<file path="src/rtl/core/nvg_pkg.sv">
package nvg_pkg;

	localparam int COUNT_W = 21;
	localparam int CLOCK_W = 63;
	localparam int RATE_W  = 51;
	localparam int TOT_W   = 52;
	localparam int REM_W   = 53;
	localparam int ITER_W  = 7;

	localparam logic [COUNT_W-1:0] AGENTS_RST = 21'd10000;
	localparam logic [COUNT_W-1:0] START_RST  = 21'd5000;
	localparam logic [15:0]        NOISE_RST  = 16'd512;
	localparam logic [2:0]         ETA_RST    = 3'd0;
	localparam logic [2:0]         ETA_NONE   = 3'd3;
	localparam logic [CLOCK_W-1:0] CLOCK_MAX  = {CLOCK_W{1'b1}};
	localparam logic [COUNT_W-1:0] COUNT_MAX  = {COUNT_W{1'b1}};

	typedef enum logic [2:0] {
		REG_AGENTS = 3'd0,
		REG_START  = 3'd1,
		REG_BNOISE = 3'd2,
		REG_DNOISE = 3'd3,
		REG_ETA    = 3'd4
	} nvg_reg_t;

	typedef enum logic [4:0] {
		ST_IDLE, ST_MB, ST_MD, ST_MP, ST_TS, ST_ML, ST_MH, ST_BR,
		ST_RHO, ST_SQ, ST_POW, ST_POWW, ST_EM, ST_EMW, ST_DT,
		ST_UPD, ST_RC, ST_RN, ST_FIN
	} nvg_state_t;

	typedef struct packed {
		logic              start;
		logic              sqrt_mode;
		logic [ITER_W-1:0] iters;
		logic [REM_W-1:0]  r_init;
		logic [63:0]       n_init;
		logic [REM_W-1:0]  den;
	} div_cmd_t;

	typedef struct packed {
		logic busy;
		logic done;
	} div_stat_t;

endpackage

</file>
<file path="src/rtl/core/nvg_in_if.sv">
interface nvg_in_if;
	logic        valid;
	logic        ready;
	logic [31:0] exp_draw;
	logic [31:0] uniform_draw;

	modport source (output valid, exp_draw, uniform_draw, input ready);
	modport sink (input valid, exp_draw, uniform_draw, output ready);
endinterface

</file>
<file path="src/rtl/core/nvg_out_if.sv">
interface nvg_out_if;
	logic        valid;
	logic        ready;
	logic [20:0] prior_scaled_count;
	logic [62:0] new_clock;
	logic        was_birth;
	logic        did_rescale;

	modport source (output valid, prior_scaled_count, new_clock, was_birth, did_rescale,
		input ready);
	modport sink (input valid, prior_scaled_count, new_clock, was_birth, did_rescale,
		output ready);
endinterface

</file>
<file path="src/rtl/core/nvg_mul.sv">
module nvg_mul (
	input  logic        clk,
	input  logic [31:0] a,
	input  logic [31:0] b,
	input  logic [31:0] c,
	output logic [63:0] p
);
	// registered multiply with a small addend
	always_ff @(posedge clk) begin
		p <= a * b + {32'b0, c};
	end
endmodule

</file>
<file path="src/rtl/core/nvg_divsqrt.sv">
module nvg_divsqrt import nvg_pkg::*; (
	input  logic        clk,
	input  logic        arst_n,
	input  div_cmd_t    cmd,
	output div_stat_t   stat,
	output logic [63:0] quo
);
	logic              busy_q;
	logic              done_q;
	logic [ITER_W-1:0] cnt_q;
	logic              sqrt_q;
	logic [REM_W-1:0]  r_q;
	logic [63:0]       n_q;
	logic [REM_W-1:0]  d_q;
	logic [63:0]       q_q;
	logic [REM_W-1:0]  rsh;
	logic [REM_W-1:0]  sub;
	logic              ge;

	// one quotient or root bit a step
	always_comb begin
		if (sqrt_q) begin
			rsh = {r_q[REM_W-3:0], n_q[63:62]};
			sub = {q_q[REM_W-3:0], 2'b01};
		end else begin
			rsh = {r_q[REM_W-2:0], n_q[63]};
			sub = d_q;
		end
		ge = (rsh >= sub);
	end

	always_ff @(posedge clk or negedge arst_n) begin
		if (!arst_n) begin
			busy_q <= 1'b0;
			done_q <= 1'b0;
			cnt_q  <= '0;
		end else begin
			done_q <= busy_q && (cnt_q == ITER_W'(1));
			if (cmd.start) begin
				busy_q <= 1'b1;
				cnt_q  <= cmd.iters;
			end else if (busy_q) begin
				cnt_q <= cnt_q - ITER_W'(1);
				if (cnt_q == ITER_W'(1)) begin
					busy_q <= 1'b0;
				end
			end
		end
	end

	always_ff @(posedge clk) begin
		if (cmd.start) begin
			sqrt_q <= cmd.sqrt_mode;
			r_q    <= cmd.r_init;
			n_q    <= cmd.n_init;
			d_q    <= cmd.den;
			q_q    <= '0;
		end else if (busy_q) begin
			r_q <= ge ? rsh - sub : rsh;
			n_q <= sqrt_q ? {n_q[61:0], 2'b00} : {n_q[62:0], 1'b0};
			q_q <= {q_q[62:0], ge};
		end
	end

	assign stat.busy = busy_q;
	assign stat.done = done_q;
	assign quo       = q_q;
endmodule

</file>
<file path="src/rtl/core/noisy_voter_gillespie_step.sv">
// channel   dir  handshake         payload
// in_ch     in   valid / ready     exp_draw, uniform_draw
// out_ch    out  valid / ready     prior_scaled_count, new_clock, was_birth, did_rescale
// apb       in   psel / penable    five registers at byte address 4*i
//
// one event runs from one accepted transaction to the next through the rates and the birth
// test, the ratio, the square root when the exponent is odd, the power, the draw multiply,
// the time step and the update, and a zero total rate skips straight to the update;
// a rescale adds reciprocal multiplies that divide the count and the agents by the factor
// in_ch.ready is high only while the sequencer is idle; a finished result waits in the
// output register and the next transaction can be taken meanwhile
// reset and any register write restart the population, scale and clock
module noisy_voter_gillespie_step import nvg_pkg::*; #(
	parameter int SWITCH_LEVEL       = 100,
	parameter int RESCALE_FACTOR     = 10,
	parameter int RESCALE_MIN_AGENTS = 1000
) (
	input  logic        clk,
	input  logic        arst_n,
	nvg_in_if.sink      in_ch,
	nvg_out_if.source   out_ch,
	input  logic        psel,
	input  logic        penable,
	input  logic        pwrite,
	input  logic [4:0]  paddr,
	input  logic [31:0] pwdata,
	output logic [31:0] prdata,
	output logic        pready
);
	// reciprocal of the rescale factor, exact for every count value
	localparam int          RC_SHIFT = COUNT_W + $clog2(RESCALE_FACTOR);
	localparam logic [63:0] RC_RECIP = ((64'd1 << RC_SHIFT) + 64'(RESCALE_FACTOR) - 64'd1) /
		64'(RESCALE_FACTOR);

	// configuration registers
	logic [COUNT_W-1:0] agent_q, start_q;
	logic [15:0]        bnoise_q, dnoise_q;
	logic [2:0]         eta_q;

	// model state
	nvg_state_t         state_q, state_d;
	logic [COUNT_W-1:0] count_q, n_q, scale_q;
	logic [CLOCK_W-1:0] clock_q;
	logic               out_valid_q;

	// per-event working registers
	logic [31:0]        ed_q, ud_q;
	logic [COUNT_W-1:0] nmx_q, prior_q;
	logic [RATE_W-1:0]  b_q, d_q;
	logic [TOT_W-1:0]   t_q;
	logic               birth_q, resc_q;
	logic [31:0]        rho_q, s_q, q_q;
	logic               q_one_q, odd_q;
	logic [1:0]         pw_q;
	logic [47:0]        dt_q;
	logic [COUNT_W-1:0] o_prior_q;
	logic [CLOCK_W-1:0] o_clock_q;
	logic               o_birth_q, o_resc_q;

	// shared units
	logic [31:0] mul_a, mul_b, mul_c;
	logic [63:0] mul_p;
	div_cmd_t    dcmd;
	div_stat_t   dstat;
	logic [63:0] quo;

	nvg_mul u_mul (.clk(clk), .a(mul_a), .b(mul_b), .c(mul_c), .p(mul_p));
	nvg_divsqrt u_div (.clk(clk), .arst_n(arst_n), .cmd(dcmd), .stat(dstat), .quo(quo));

	// configuration port
	logic     wr_en, restart;
	nvg_reg_t widx;
	assign widx    = nvg_reg_t'(paddr[4:2]);
	assign wr_en   = psel && penable && pwrite;
	assign restart = wr_en && (paddr[4:2] <= 3'(REG_ETA));
	assign pready  = 1'b1;

	always_comb begin
		unique case (widx)
			REG_AGENTS: prdata = {11'b0, agent_q};
			REG_START:  prdata = {11'b0, start_q};
			REG_BNOISE: prdata = {16'b0, bnoise_q};
			REG_DNOISE: prdata = {16'b0, dnoise_q};
			REG_ETA:    prdata = {29'b0, eta_q};
			default:    prdata = '0;
		endcase
	end

	// exponent k of the ratio, in half powers
	logic [2:0] k_w;
	assign k_w = (eta_q == ETA_NONE) ? 3'd0 : 3'd2 - eta_q;

	// clamped ratio numerator in half agents
	logic [COUNT_W:0] c2_w;
	always_comb begin
		if (count_q == '0) begin
			c2_w = (COUNT_W+1)'(1);
		end else if (count_q >= n_q) begin
			c2_w = {n_q, 1'b0} - (COUNT_W+1)'(1);
		end else begin
			c2_w = {count_q, 1'b0};
		end
	end

	// event outcome
	logic [COUNT_W-1:0]        new_x;
	logic signed [COUNT_W+1:0] lx_s, nx_s, alt_s;
	logic                      resc_w;
	logic [63:0]               clk_sum;
	logic [31:0]               scale_prod;
	assign new_x   = birth_q ? count_q + COUNT_W'(1) : count_q - COUNT_W'(1);
	assign lx_s    = signed'({2'b00, count_q});
	assign nx_s    = signed'({2'b00, new_x});
	assign alt_s   = signed'({2'b00, n_q}) - (COUNT_W+2)'(SWITCH_LEVEL);
	assign resc_w  = ({1'b0, n_q} > (COUNT_W+1)'(RESCALE_MIN_AGENTS)) &&
		(((lx_s < (COUNT_W+2)'(SWITCH_LEVEL)) && (nx_s == (COUNT_W+2)'(SWITCH_LEVEL))) ||
		((lx_s > alt_s) && (nx_s == alt_s)));
	assign clk_sum    = {1'b0, clock_q} + {16'b0, dt_q};
	assign scale_prod = {11'b0, scale_q} * 32'(RESCALE_FACTOR);

	// sequencer: next state, multiplier operands and divider commands
	always_comb begin
		state_d = state_q;
		mul_a   = '0;
		mul_b   = '0;
		mul_c   = '0;
		dcmd    = '0;
		unique case (state_q)
			ST_IDLE: if (in_ch.valid) begin
				state_d = ST_MB;
			end
			ST_MB: begin
				mul_a   = {11'b0, nmx_q};
				mul_b   = {2'b0, 30'(bnoise_q) + {1'b0, count_q, 8'b0}};
				state_d = ST_MD;
			end
			ST_MD: begin
				mul_a   = {11'b0, count_q};
				mul_b   = {2'b0, 30'(dnoise_q) + {1'b0, nmx_q, 8'b0}};
				state_d = ST_MP;
			end
			ST_MP: begin
				mul_a   = {11'b0, count_q};
				mul_b   = {11'b0, scale_q};
				state_d = ST_TS;
			end
			ST_TS: state_d = ST_ML;
			ST_ML: begin
				mul_a   = ud_q;
				mul_b   = t_q[31:0];
				state_d = (t_q == '0) ? ST_UPD : ST_MH;
			end
			ST_MH: begin
				mul_a   = ud_q;
				mul_b   = {12'b0, t_q[TOT_W-1:32]};
				mul_c   = mul_p[63:32];
				state_d = ST_BR;
			end
			ST_BR: begin
				if ((n_q == '0) || (k_w == 3'd0)) begin
					state_d = ST_EM;
				end else begin
					dcmd.start  = 1'b1;
					dcmd.iters  = ITER_W'(32);
					dcmd.r_init = REM_W'(c2_w);
					dcmd.den    = REM_W'({n_q, 1'b0});
					state_d     = ST_RHO;
				end
			end
			ST_RHO: if (dstat.done) begin
				if (odd_q) begin
					dcmd.start     = 1'b1;
					dcmd.sqrt_mode = 1'b1;
					dcmd.iters     = ITER_W'(32);
					dcmd.n_init    = {quo[31:0], 32'b0};
					state_d        = ST_SQ;
				end else begin
					state_d = ST_POW;
				end
			end
			ST_SQ: if (dstat.done) begin
				state_d = ST_POW;
			end
			ST_POW: begin
				if ((pw_q != 2'd0) || odd_q) begin
					if (!q_one_q) begin
						mul_a   = q_q;
						mul_b   = (pw_q != 2'd0) ? rho_q : s_q;
						state_d = ST_POWW;
					end
				end else begin
					state_d = ST_EM;
				end
			end
			ST_POWW: state_d = ST_POW;
			ST_EM: begin
				if (q_one_q) begin
					dcmd.start  = 1'b1;
					dcmd.iters  = ITER_W'(64);
					dcmd.n_init = {ed_q, 32'b0};
					dcmd.den    = REM_W'(t_q);
					state_d     = ST_DT;
				end else begin
					mul_a   = ed_q;
					mul_b   = q_q;
					state_d = ST_EMW;
				end
			end
			ST_EMW: begin
				dcmd.start  = 1'b1;
				dcmd.iters  = ITER_W'(64);
				dcmd.n_init = mul_p;
				dcmd.den    = REM_W'(t_q);
				state_d     = ST_DT;
			end
			ST_DT: if (dstat.done) begin
				state_d = ST_UPD;
			end
			ST_UPD: begin
				if ((t_q != '0) && resc_w) begin
					// count divided by the factor through its reciprocal
					mul_a   = {11'b0, new_x};
					mul_b   = RC_RECIP[31:0];
					state_d = ST_RC;
				end else begin
					state_d = ST_FIN;
				end
			end
			ST_RC: begin
				mul_a   = {11'b0, n_q};
				mul_b   = RC_RECIP[31:0];
				state_d = ST_RN;
			end
			ST_RN: state_d = ST_FIN;
			ST_FIN: if (!out_valid_q || out_ch.ready) begin
				state_d = ST_IDLE;
			end
			default: state_d = ST_IDLE;
		endcase
	end

	always_ff @(posedge clk or negedge arst_n) begin
		if (!arst_n) begin
			state_q <= ST_IDLE;
		end else begin
			state_q <= state_d;
		end
	end

	// configuration and model state
	always_ff @(posedge clk or negedge arst_n) begin
		if (!arst_n) begin
			agent_q     <= AGENTS_RST;
			start_q     <= START_RST;
			bnoise_q    <= NOISE_RST;
			dnoise_q    <= NOISE_RST;
			eta_q       <= ETA_RST;
			count_q     <= START_RST;
			n_q         <= AGENTS_RST;
			scale_q     <= COUNT_W'(1);
			clock_q     <= '0;
			out_valid_q <= 1'b0;
		end else begin
			if (restart) begin
				unique case (widx)
					REG_AGENTS: agent_q <= pwdata[COUNT_W-1:0];
					REG_START:  start_q <= pwdata[COUNT_W-1:0];
					REG_BNOISE: bnoise_q <= pwdata[15:0];
					REG_DNOISE: dnoise_q <= pwdata[15:0];
					REG_ETA:    eta_q <= pwdata[2:0];
					default:    agent_q <= agent_q;
				endcase
				count_q <= (widx == REG_START) ? pwdata[COUNT_W-1:0] : start_q;
				n_q     <= (widx == REG_AGENTS) ? pwdata[COUNT_W-1:0] : agent_q;
				scale_q <= COUNT_W'(1);
				clock_q <= '0;
			end
			// a new result replaces one that leaves in the same cycle
			if ((state_q == ST_FIN) && (!out_valid_q || out_ch.ready)) begin
				out_valid_q <= 1'b1;
			end else if (out_ch.ready) begin
				out_valid_q <= 1'b0;
			end
			case (state_q)
				ST_UPD: begin
					if (t_q == '0) begin
						clock_q <= CLOCK_MAX;
					end else begin
						clock_q <= clk_sum[63] ? CLOCK_MAX : clk_sum[CLOCK_W-1:0];
						count_q <= new_x;
						if (resc_w) begin
							scale_q <= (scale_prod > 32'(COUNT_MAX)) ? COUNT_MAX :
								scale_prod[COUNT_W-1:0];
						end
					end
				end
				ST_RC: count_q <= mul_p[RC_SHIFT +: COUNT_W];
				ST_RN: n_q <= mul_p[RC_SHIFT +: COUNT_W];
				default: ;
			endcase
		end
	end

	// per-event datapath registers
	always_ff @(posedge clk) begin
		case (state_q)
			ST_IDLE: begin
				ed_q  <= in_ch.exp_draw;
				ud_q  <= in_ch.uniform_draw;
				nmx_q <= (n_q > count_q) ? n_q - count_q : '0;
			end
			ST_MD: b_q <= mul_p[RATE_W-1:0];
			ST_MP: d_q <= mul_p[RATE_W-1:0];
			ST_TS: begin
				t_q     <= {1'b0, b_q} + {1'b0, d_q};
				prior_q <= (mul_p[63:COUNT_W] != '0) ? COUNT_MAX : mul_p[COUNT_W-1:0];
			end
			ST_BR: begin
				// birth iff uniform * total < birth rate * 2^32
				birth_q <= (mul_p < {13'b0, b_q});
				q_one_q <= 1'b1;
				pw_q    <= (n_q == '0) ? 2'd0 : k_w[2:1];
				odd_q   <= (n_q == '0) ? 1'b0 : k_w[0];
			end
			ST_RHO: if (dstat.done) begin
				rho_q <= quo[31:0];
			end
			ST_SQ: if (dstat.done) begin
				s_q <= quo[31:0];
			end
			ST_POW: begin
				// first factor against one needs no multiply
				if (q_one_q && (pw_q != 2'd0)) begin
					q_q     <= rho_q;
					q_one_q <= 1'b0;
					pw_q    <= pw_q - 2'd1;
				end else if (q_one_q && odd_q) begin
					q_q     <= s_q;
					q_one_q <= 1'b0;
					odd_q   <= 1'b0;
				end
			end
			ST_POWW: begin
				q_q <= mul_p[63:32];
				if (pw_q != 2'd0) begin
					pw_q <= pw_q - 2'd1;
				end else begin
					odd_q <= 1'b0;
				end
			end
			ST_DT: if (dstat.done) begin
				dt_q <= quo[63:16];
			end
			ST_UPD: begin
				resc_q <= (t_q != '0) && resc_w;
				if (t_q == '0) begin
					birth_q <= 1'b0;
				end
			end
			ST_FIN: if (!out_valid_q || out_ch.ready) begin
				o_prior_q <= prior_q;
				o_clock_q <= clock_q;
				o_birth_q <= birth_q;
				o_resc_q  <= resc_q;
			end
			default: ;
		endcase
	end

	assign in_ch.ready               = (state_q == ST_IDLE);
	assign out_ch.valid              = out_valid_q;
	assign out_ch.prior_scaled_count = o_prior_q;
	assign out_ch.new_clock          = o_clock_q;
	assign out_ch.was_birth          = o_birth_q;
	assign out_ch.did_rescale        = o_resc_q;

`ifndef NO_ASSERTIONS
	a_div_wait: assert property (@(posedge clk) disable iff (!arst_n)
		dstat.busy |-> (state_q == ST_RHO || state_q == ST_SQ || state_q == ST_DT))
		else $error("shift-subtract unit busy outside a wait state");
	a_clock_mono: assert property (@(posedge clk) disable iff (!arst_n)
		(state_q != ST_IDLE) |=> (clock_q >= $past(clock_q)))
		else $error("simulated clock went backward within an event");
	a_rescale: assert property (@(posedge clk) disable iff (!arst_n)
		(state_q == ST_UPD && t_q != '0 && resc_w) |=>
		(scale_q != $past(scale_q) || scale_q == COUNT_MAX))
		else $error("rescale without a change of scale");
`endif
endmodule

</file>
<file path="src/flat_wrapper.sv">
// flat-port wrapper written by rule: the top's interface ports become plain ports
module noisy_voter_gillespie_step_flat import nvg_pkg::*;
#(
	parameter int SWITCH_LEVEL       = 100,
	parameter int RESCALE_FACTOR     = 10,
	parameter int RESCALE_MIN_AGENTS = 1000
)
  (clk, arst_n, psel, penable, pwrite, paddr, pwdata, prdata, pready, in_ch_valid, in_ch_exp_draw, in_ch_uniform_draw, in_ch_ready, out_ch_valid, out_ch_prior_scaled_count, out_ch_new_clock, out_ch_was_birth, out_ch_did_rescale, out_ch_ready);
  nvg_in_if in_ch_i ();
  nvg_out_if out_ch_i ();
  input  logic clk;
  input  logic arst_n;
  input  logic psel;
  input  logic penable;
  input  logic pwrite;
  input  logic [4:0] paddr;
  input  logic [31:0] pwdata;
  output logic [31:0] prdata;
  output logic pready;
  input wire logic [$bits(in_ch_i.valid)-1:0] in_ch_valid;
  input wire logic [$bits(in_ch_i.exp_draw)-1:0] in_ch_exp_draw;
  input wire logic [$bits(in_ch_i.uniform_draw)-1:0] in_ch_uniform_draw;
  output wire logic [$bits(in_ch_i.ready)-1:0] in_ch_ready;
  output wire logic [$bits(out_ch_i.valid)-1:0] out_ch_valid;
  output wire logic [$bits(out_ch_i.prior_scaled_count)-1:0] out_ch_prior_scaled_count;
  output wire logic [$bits(out_ch_i.new_clock)-1:0] out_ch_new_clock;
  output wire logic [$bits(out_ch_i.was_birth)-1:0] out_ch_was_birth;
  output wire logic [$bits(out_ch_i.did_rescale)-1:0] out_ch_did_rescale;
  input wire logic [$bits(out_ch_i.ready)-1:0] out_ch_ready;
  assign in_ch_i.valid = in_ch_valid;
  assign in_ch_i.exp_draw = in_ch_exp_draw;
  assign in_ch_i.uniform_draw = in_ch_uniform_draw;
  assign in_ch_ready = in_ch_i.ready;
  assign out_ch_valid = out_ch_i.valid;
  assign out_ch_prior_scaled_count = out_ch_i.prior_scaled_count;
  assign out_ch_new_clock = out_ch_i.new_clock;
  assign out_ch_was_birth = out_ch_i.was_birth;
  assign out_ch_did_rescale = out_ch_i.did_rescale;
  assign out_ch_i.ready = out_ch_ready;
  noisy_voter_gillespie_step #(.SWITCH_LEVEL(SWITCH_LEVEL), .RESCALE_FACTOR(RESCALE_FACTOR), .RESCALE_MIN_AGENTS(RESCALE_MIN_AGENTS)) u_core (.clk(clk), .arst_n(arst_n), .in_ch(in_ch_i), .out_ch(out_ch_i), .psel(psel), .penable(penable), .pwrite(pwrite), .paddr(paddr), .pwdata(pwdata), .prdata(prdata), .pready(pready));
endmodule
</file>
<file path="config.mk">
export PLATFORM = sky130hd
export DESIGN_NAME = noisy_voter_gillespie_step_flat
export DESIGN_NICKNAME = d
export VERILOG_FILES = /design/src/rtl/core/nvg_pkg.sv /design/src/rtl/core/nvg_in_if.sv /design/src/rtl/core/nvg_out_if.sv /design/src/rtl/core/nvg_mul.sv /design/src/rtl/core/nvg_divsqrt.sv /design/src/rtl/core/noisy_voter_gillespie_step.sv /design/src/flat_wrapper.sv
export SDC_FILE = /design/constraint.sdc
export NUM_CORES = 2
export LEC_CHECK = 0
export BUFFER_PORTS_ARGS = -buffer_cell sky130_fd_sc_hd__buf_4
export CORE_UTILIZATION = 45
export CTS_CLUSTER_DIAMETER = 80
export DETAILED_ROUTE_END_ITERATION = 8
export PLACE_DENSITY = 0.69
export RECOVER_POWER = 100
export SLEW_MARGIN = 20
export SYNTH_ARGS = -nofsm -noshare
export SYNTH_HDL_FRONTEND = slang
export SYNTH_HIERARCHICAL = 1
export SYNTH_SLANG_ARGS = --single-unit
</file>
<file path="constraint.sdc">
create_clock -name clk -period 11.87 [get_ports clk]
set_clock_uncertainty 0.2 [all_clocks]
set_input_delay 2.374 -clock clk [delete_from_list [all_inputs] [get_ports clk]]
set_output_delay 2.374 -clock clk [all_outputs]
set_load 0.02 [all_outputs]
</file>
Word level (Yosys, flattened, before mapping)
Cells that the tools add are included.
W data, S select, Z words.
Cells by class
  $add $sub $neg: 14
  multipliers: 2
  divide/modulo/power cells: 0
  order comparisons: 9
  equality and inequality tests: 39
  shifts and indexed selects: 0
  muxes and demuxes: 91
  bitwise operators: 0
  reduce and logical (&&, ||, !) cells: 48
Operator list (count)
  $mux W64: 5
  $mux W32: 9
  $pmux W32 S9: 1
  $mux W21: 13
  $mux W63: 4
  $pmux W32 S7: 1
  $mux W52: 4
  $pmux W64 S3: 1
  $pmux W53 S3: 1
  $mux W117: 1
  $mux W53: 2
  $pmux W21 S5: 1
  $pmux W5 S19: 1
  $mux W22: 4
  $add A63 B48 Y64: 1
  $add A64 B32 Y64: 1
  $lt A64 B51 Y1: 1
  $mul A32 B32 Y64: 1
  $pmux W32 S2: 1
  $add A16 B29 Y30: 2
  $mux W59: 1
  $ge A53 B53 Y1: 1
  $add A51 B51 Y52: 1
  $logic_not A52 Y1: 1
  other kinds (60): 144
Storage, ports and cells
  bits in registers: 1012
  latch bits: 0
  bits in writable memories: 0
  bits in read-only memories: 0
  output and inout bits: 121
  logic and storage cells: 243
  memories: 0

Longest topological paths before layout
  word-level depth: 11
  mapped depth: 50
  depth with buffers taken out: 45

By module
The synthesis kept the hierarchy.
Modules (own cells, without submodules)
  noisy_voter_gillespie_step: instances 1, cells an instance 4098, area an instance 42902.4 um^2, sequential area each 20153.1 um^2
  nvg_mul: instances 1, cells an instance 3932, area an instance 35813.1 um^2, sequential area each 1281.2 um^2
  nvg_divsqrt: instances 1, cells an instance 1411, area an instance 14437.6 um^2, sequential area each 6611.3 um^2

Worst setup path before layout
Ideal clock, no wire load.
  kind: register -> register
  start point: register u_core.n_q[2]
  end point: register u_core.u_mul.p[63]
  setup time: 0.072 ns
  arrival: 10.939 ns
  required time: 11.598 ns
  setup slack: 0.659 ns
  stages on the path, launching flop included: 49
  path buffers: 5
  clock period less this slack: 11.211 ns
  cell sequence: dfrtp_1 -> buf_2 -> inv_1 -> ha_1 -> nand2b_1 -> a311o_1 -> buf_4 -> nor4_1 -> xnor2_1 -> ha_1 -> o21a_1 -> o21a_1 -> o221ai_1 -> nor4bb_1 -> o211ai_1 -> nor4_1 -> nand4_1 -> nor4b_2 -> (+13 left out) -> inv_1 -> fa_1 -> inv_1 -> fa_1 -> inv_1 -> fa_1 -> inv_1 -> ha_1 -> buf_6 -> a21o_1 -> o21bai_1 -> a211o_1 -> a211o_1 -> o211ai_2 -> nand2_1 -> a21o_1 -> a311oi_2 -> xnor2_1
On the way
  word-level cells in the longest chain between the ends: 10
  elaborated cells between the ends (all ways): 14
  classes of those cells: 2 x add/sub; 1 x mul; 2 x order compare; 1 x eq/ne; 4 x mux; 4 x reduce/logical
RTL lines
  start, declared: line noisy_voter_gillespie_step.sv:42  | logic [COUNT_W-1:0] count_q, n_q, scale_q;
  start signal, assigned: line noisy_voter_gillespie_step.sv:274  | n_q <= (widx == REG_AGENTS) ? pwdata[COUNT_W-1:0] : agent_q;
  start signal, assigned: line noisy_voter_gillespie_step.sv:298  | ST_RN: n_q <= mul_p[RC_SHIFT +: COUNT_W];
  $sub A21 B7 Y22: line noisy_voter_gillespie_step.sv:114  | assign alt_s = signed'({2'b00, n_q}) - (COUNT_W+2)'(SWITCH_LEVEL);
  $gt A22 B23 Y1 or $eq A22 B23 Y1 (tied branches): line noisy_voter_gillespie_step.sv:117  | ((lx_s > alt_s) && (nx_s == alt_s)));
  $logic_and A1 B1 Y1: line noisy_voter_gillespie_step.sv:117
  $logic_or A1 B1 Y1: line noisy_voter_gillespie_step.sv:116  | (((lx_s < (COUNT_W+2)'(SWITCH_LEVEL)) && (nx_s == (COUNT_W+2)'(SWITCH_LEVEL))) ||
  $logic_and A1 B1 Y1 (*): line noisy_voter_gillespie_step.sv:115  | assign resc_w = ({1'b0, n_q} > (COUNT_W+1)'(RESCALE_MIN_AGENTS)) &&
  $logic_and A1 B1 Y1 (*): line noisy_voter_gillespie_step.sv:220  | if ((t_q != '0) && resc_w) begin
  $mux W21 (*): line noisy_voter_gillespie_step.sv:220
  $pmux W32 S7 (*): line noisy_voter_gillespie_step.sv:128  | unique case (state_q)
  named net u_core.mul_a[18]: line noisy_voter_gillespie_step.sv:61  | logic [31:0] mul_a, mul_b, mul_c;
  $mul A32 B32 Y64 (*): line nvg_mul.sv:10  | p <= a * b + {32'b0, c};
  $add A64 B32 Y64 (*): line nvg_mul.sv:10
  end signal, assigned: line nvg_mul.sv:10
  end, declared: line nvg_mul.sv:6  | output logic [63:0] p
Mark *: on every way through the listed nets, which the timed path passes. The rest lies on a longest branch.
A chain may end at the register's enable or synchronous reset.

Worst setup path after layout
  start point: register u_core.birth_q
  end point: register u_core.u_mul.p[55]
On the way
  word-level cells in the longest chain between the ends: 10
  elaborated cells between the ends (all ways): 14
  classes of those cells: 1 x add/sub; 1 x mul; 2 x eq/ne; 5 x mux; 5 x reduce/logical
RTL lines
  start, declared: line noisy_voter_gillespie_step.sv:51  | logic birth_q, resc_q;
  start signal, assigned: line noisy_voter_gillespie_step.sv:320  | birth_q <= (mul_p < {13'b0, b_q});
  $mux W21 (*): line noisy_voter_gillespie_step.sv:111  | assign new_x = birth_q ? count_q + COUNT_W'(1) : count_q - COUNT_W'(1);
  $eq A22 B23 Y1 or $eq A21 B8 Y1 (tied branches): line noisy_voter_gillespie_step.sv:117, noisy_voter_gillespie_step.sv:116
  $logic_and A1 B1 Y1, on equally long branches: line noisy_voter_gillespie_step.sv:117, noisy_voter_gillespie_step.sv:116
  $logic_or A1 B1 Y1 (*): line noisy_voter_gillespie_step.sv:116
  $logic_and A1 B1 Y1 (*): line noisy_voter_gillespie_step.sv:115
  $logic_and A1 B1 Y1 (*): line noisy_voter_gillespie_step.sv:220
  $mux W22 (*): line noisy_voter_gillespie_step.sv:220
  $pmux W32 S9 (*): line noisy_voter_gillespie_step.sv:128
  named net u_core.mul_b[12]: line noisy_voter_gillespie_step.sv:61
  $mul A32 B32 Y64 (*): line nvg_mul.sv:10
  $add A64 B32 Y64 (*): line nvg_mul.sv:10
Marks and branches as above.

==> impl_results.md <==
* Hold Path Sink: u_core/out_ch.did_rescale$_DFFE_PP_
* Grt ovf at 0
* Seq pwr share at 19.0%
* Hold Path Cell Cnt at 0
* Synth-to-layout area growth at 15.1%
* Slowest library cell on the worst path: fa_1
* Clock sink count at 1012
* Initial Utilization at ~45%
* RSZ-0062 raised after global routing: true
* CTS Root Cell: clkbuf_16
* Final ANT Viol Nets at 0
* Hold WC Path Type: register to register
* Final hold violation count at 0
* TritonCTS Buffers at ~110
* R2R Path End: u_core/u_mul/p[55]$_DFF_P_
* DR iter-0 viols at 8927
* Synth Area per Inst at 9.87 um^2
* Failing checks: DRC, capacitance limit, slew limit
* Finish-stage setup viols at 0
* Fillers at ~18000
* Reg-to-reg setup timing slack at between 0.07 and 0.08 ns
* Hold wc startpoint: u_core/resc_q$_DFFE_PP_
* Slew headroom at -241%
* Crit. End Element: register
* Crit path time final at between 10 and 15 ns
* Core region area at a little over 200000 um^2
* Power Total at 32.2 mW
* Die outline height at 457 um
* IO Count at around 230
* CP max FO at 10
* Port bufs at around 200
* Crit path required time at around 12 ns
* Commonest non-fill, non-tap cells in the layout: inv_1 (1192), fa_1 (918), nand2_1 (863)
* Net Sw Frac at between 40 and 50%
* Final wirelength at ~340000 um
* Largest net degree at the start of global routing at between 90 and 100
* Wire per inst at approximately 27 um
* Vias in the first global route at between 70000 and 80000
* Power Density at around 300 nW/um^2
* CTS Buffer Depth at 3
* Fin nets at ~12000
* Fraction of layout cells with a size suffix above 1 at between 10% and 20%
* Layout Utilization at 52.2%
* CTS tree: built
* DRC viols at 43
* All-layer global routing usage at around a third
* First-pass GRT wire length at 497000 um
* Clk slew on worst S/H paths at 0.07 ns
* Synth Cell Area at about 93000 um^2
* Placer Congestion at a little over 1
* Slew Viols, Final at 1165
* Initial antenna violation count at 19
* DR vias at 75800
* H-tree depth at 3
* Critical path's most frequent cell: fa_1
* Leak at between 40 and 50 nW
* CP startpoint kind: register
* Max Clk Rate at between 0.08 and 0.09 GHz
* Internal power at approximately 16 mW
* Critical path type: register to register
* Yosys synthesis warning count at 6
* Syn Inst Count at approximately 9400
* DP HPWL at about 260000 um
* DR pass1 iterations at 9
* Status: finished, violations left
* Final Cycle Share at approximately 99%
* Max_cap viols at 29
* Worst r2r src: u_core/birth_q$_SDFFCE_PP0P_
* Net Sw Power at 15.8 mW
* Standard-cell rows at 166
* Max VDD drop at 0.297 mV
* WP data arrival at around 12 ns
* Least-Margin Pin Slew at slightly above 5 ns
* Reg2Reg Depth at 45
* Most common cell after layout, fill and taps aside: inv_1
* DR vias/cell at 5.93
* Clock power share at around 11%
* Die Span X at 457 um
* CP peak stage delay at ~0.61 ns
* Worst-Skew Late Latency at about 0.8 ns
* Combinational power share at a little over two thirds
* Die Area at between 200000 and 250000 um^2
-- final cells by class --
| type | instances | area (um^2) | area share [%] |
|---|---|---|---|
| sequential | 1012 | 28100 | 26.2 |
| tap | 2688 | 3360 | 3.14 |
| multi-input combinational | 6715 | 59900 | 55.9 |
| antenna | 8 | 20.0 | 0.0187 |
| clock buffer | 144 | 3060 | 2.86 |
| timing repair buffer | 941 | 7510 | 7.01 |
| clock inverter | 59 | 769 | 0.718 |
| inverter | 1212 | 4550 | 4.24 |
-- stage by stage --
step | hold WS (ns) | worst slack (ns) | cells | instance area (um^2) | TNS (ns)
final | 0.217 | 0.0736 | 12800 | 107000 | 0
after global routing | 0.218 | -0.204 | 12800 | 107000 | -2.49
after CTS | 0.210 | 0.00442 | 12700 | 106000 | 0
after detailed placement | 0.207 | -0.543 | 12500 | 102000 | -10.73
after global placement | 0.205 | -0.510 | 12500 | 102000 | -8.65
after floorplan | 0.200 | 0.659 | 9486 | 93300 | 0
-- what timing repair did --
action,CTS,global route
cloned,0,10
pin swaps,12,125
gates resized for setup,31,274
setup buffers,2,40
hold buffers,0,0
endpoints found under the setup margin,33,36
-- power groups by stage --
stage	clock (mW)	combinational [mW]	sequential [mW]
after floorplan	0	12.3	5.66
after global placement	0	20.2	6.10
after detailed placement	0	20.5	6.11
after CTS	3.71	20.8	6.05
after global routing	3.84	24.1	6.16
final	3.68	22.4	6.13
-- state kept, by name, indices dropped and copies added, names as in the netlist, 48 cells and up --
register                 cells
u_core/dt_q                 48
u_core/b_q                  51
u_core/out_ch.new_clock     63
u_core/u_div/quo            64
u_core/u_mul/p              64
u_core/u_div/n_q            64
u_core/t_q                  52
u_core/u_div/r_q            52
u_core/u_div/d_q            53
u_core/d_q                  51
u_core/clock_q              63
-- worst max-delay path, delay by kind of cell (launching register included) --
kind                     cells  cell delay (ns)
adder cells (fa/ha/maj)     10             4.71
buffers and inverters       16             2.30
AO/OA/AOI/OAI                7             1.64
AND/OR/NAND/NOR             10             1.54
XOR/XNOR                     2             0.84
flip-flops                   1             0.38
-- worst max path at each step --
| stage | from | endpoint | slack [ns] | cells past startpoint |
|---|---|---|---|---|
| final | u_core/birth_q$_SDFFCE_PP0P_ | u_core/u_mul/p[55]$_DFF_P_ | 0.07 | 45 |
| after global routing | u_core/n_q[15]$_DFFE_PN0P_ | u_core/u_mul/p[63]$_DFF_P_ | -0.20 | 45 |
| after CTS | u_core/n_q[15]$_DFFE_PN0P_ | u_core/u_mul/p[56]$_DFF_P_ | 0.004 | 46 |
| after detailed placement | u_core/n_q[14]$_DFFE_PN0P_ | u_core/u_mul/p[57]$_DFF_P_ | -0.54 | 44 |
| after global placement | u_core/birth_q$_SDFFCE_PP0P_ | u_core/u_mul/p[57]$_DFF_P_ | -0.51 | 42 |
| after floorplan | u_core/n_q[2]$_DFFE_PN0P_ | u_core/u_mul/p[63]$_DFF_P_ | 0.66 | 48 |
-- metal layers --
| layer | global-route usage, % | routed length [um] | up-vias |
|---|---|---|---|
| met5 | 0 | 28 | - |
| met4 | 15.9 | 20600 | 4 |
| met3 | 7.55 | 35800 | 794 |
| met2 | 48.4 | 149000 | 3859 |
| met1 | 43.4 | 137000 | 38100 |
| li1 | - | - | 33000 |
Note: power is estimated with default switching activity, not from simulation.
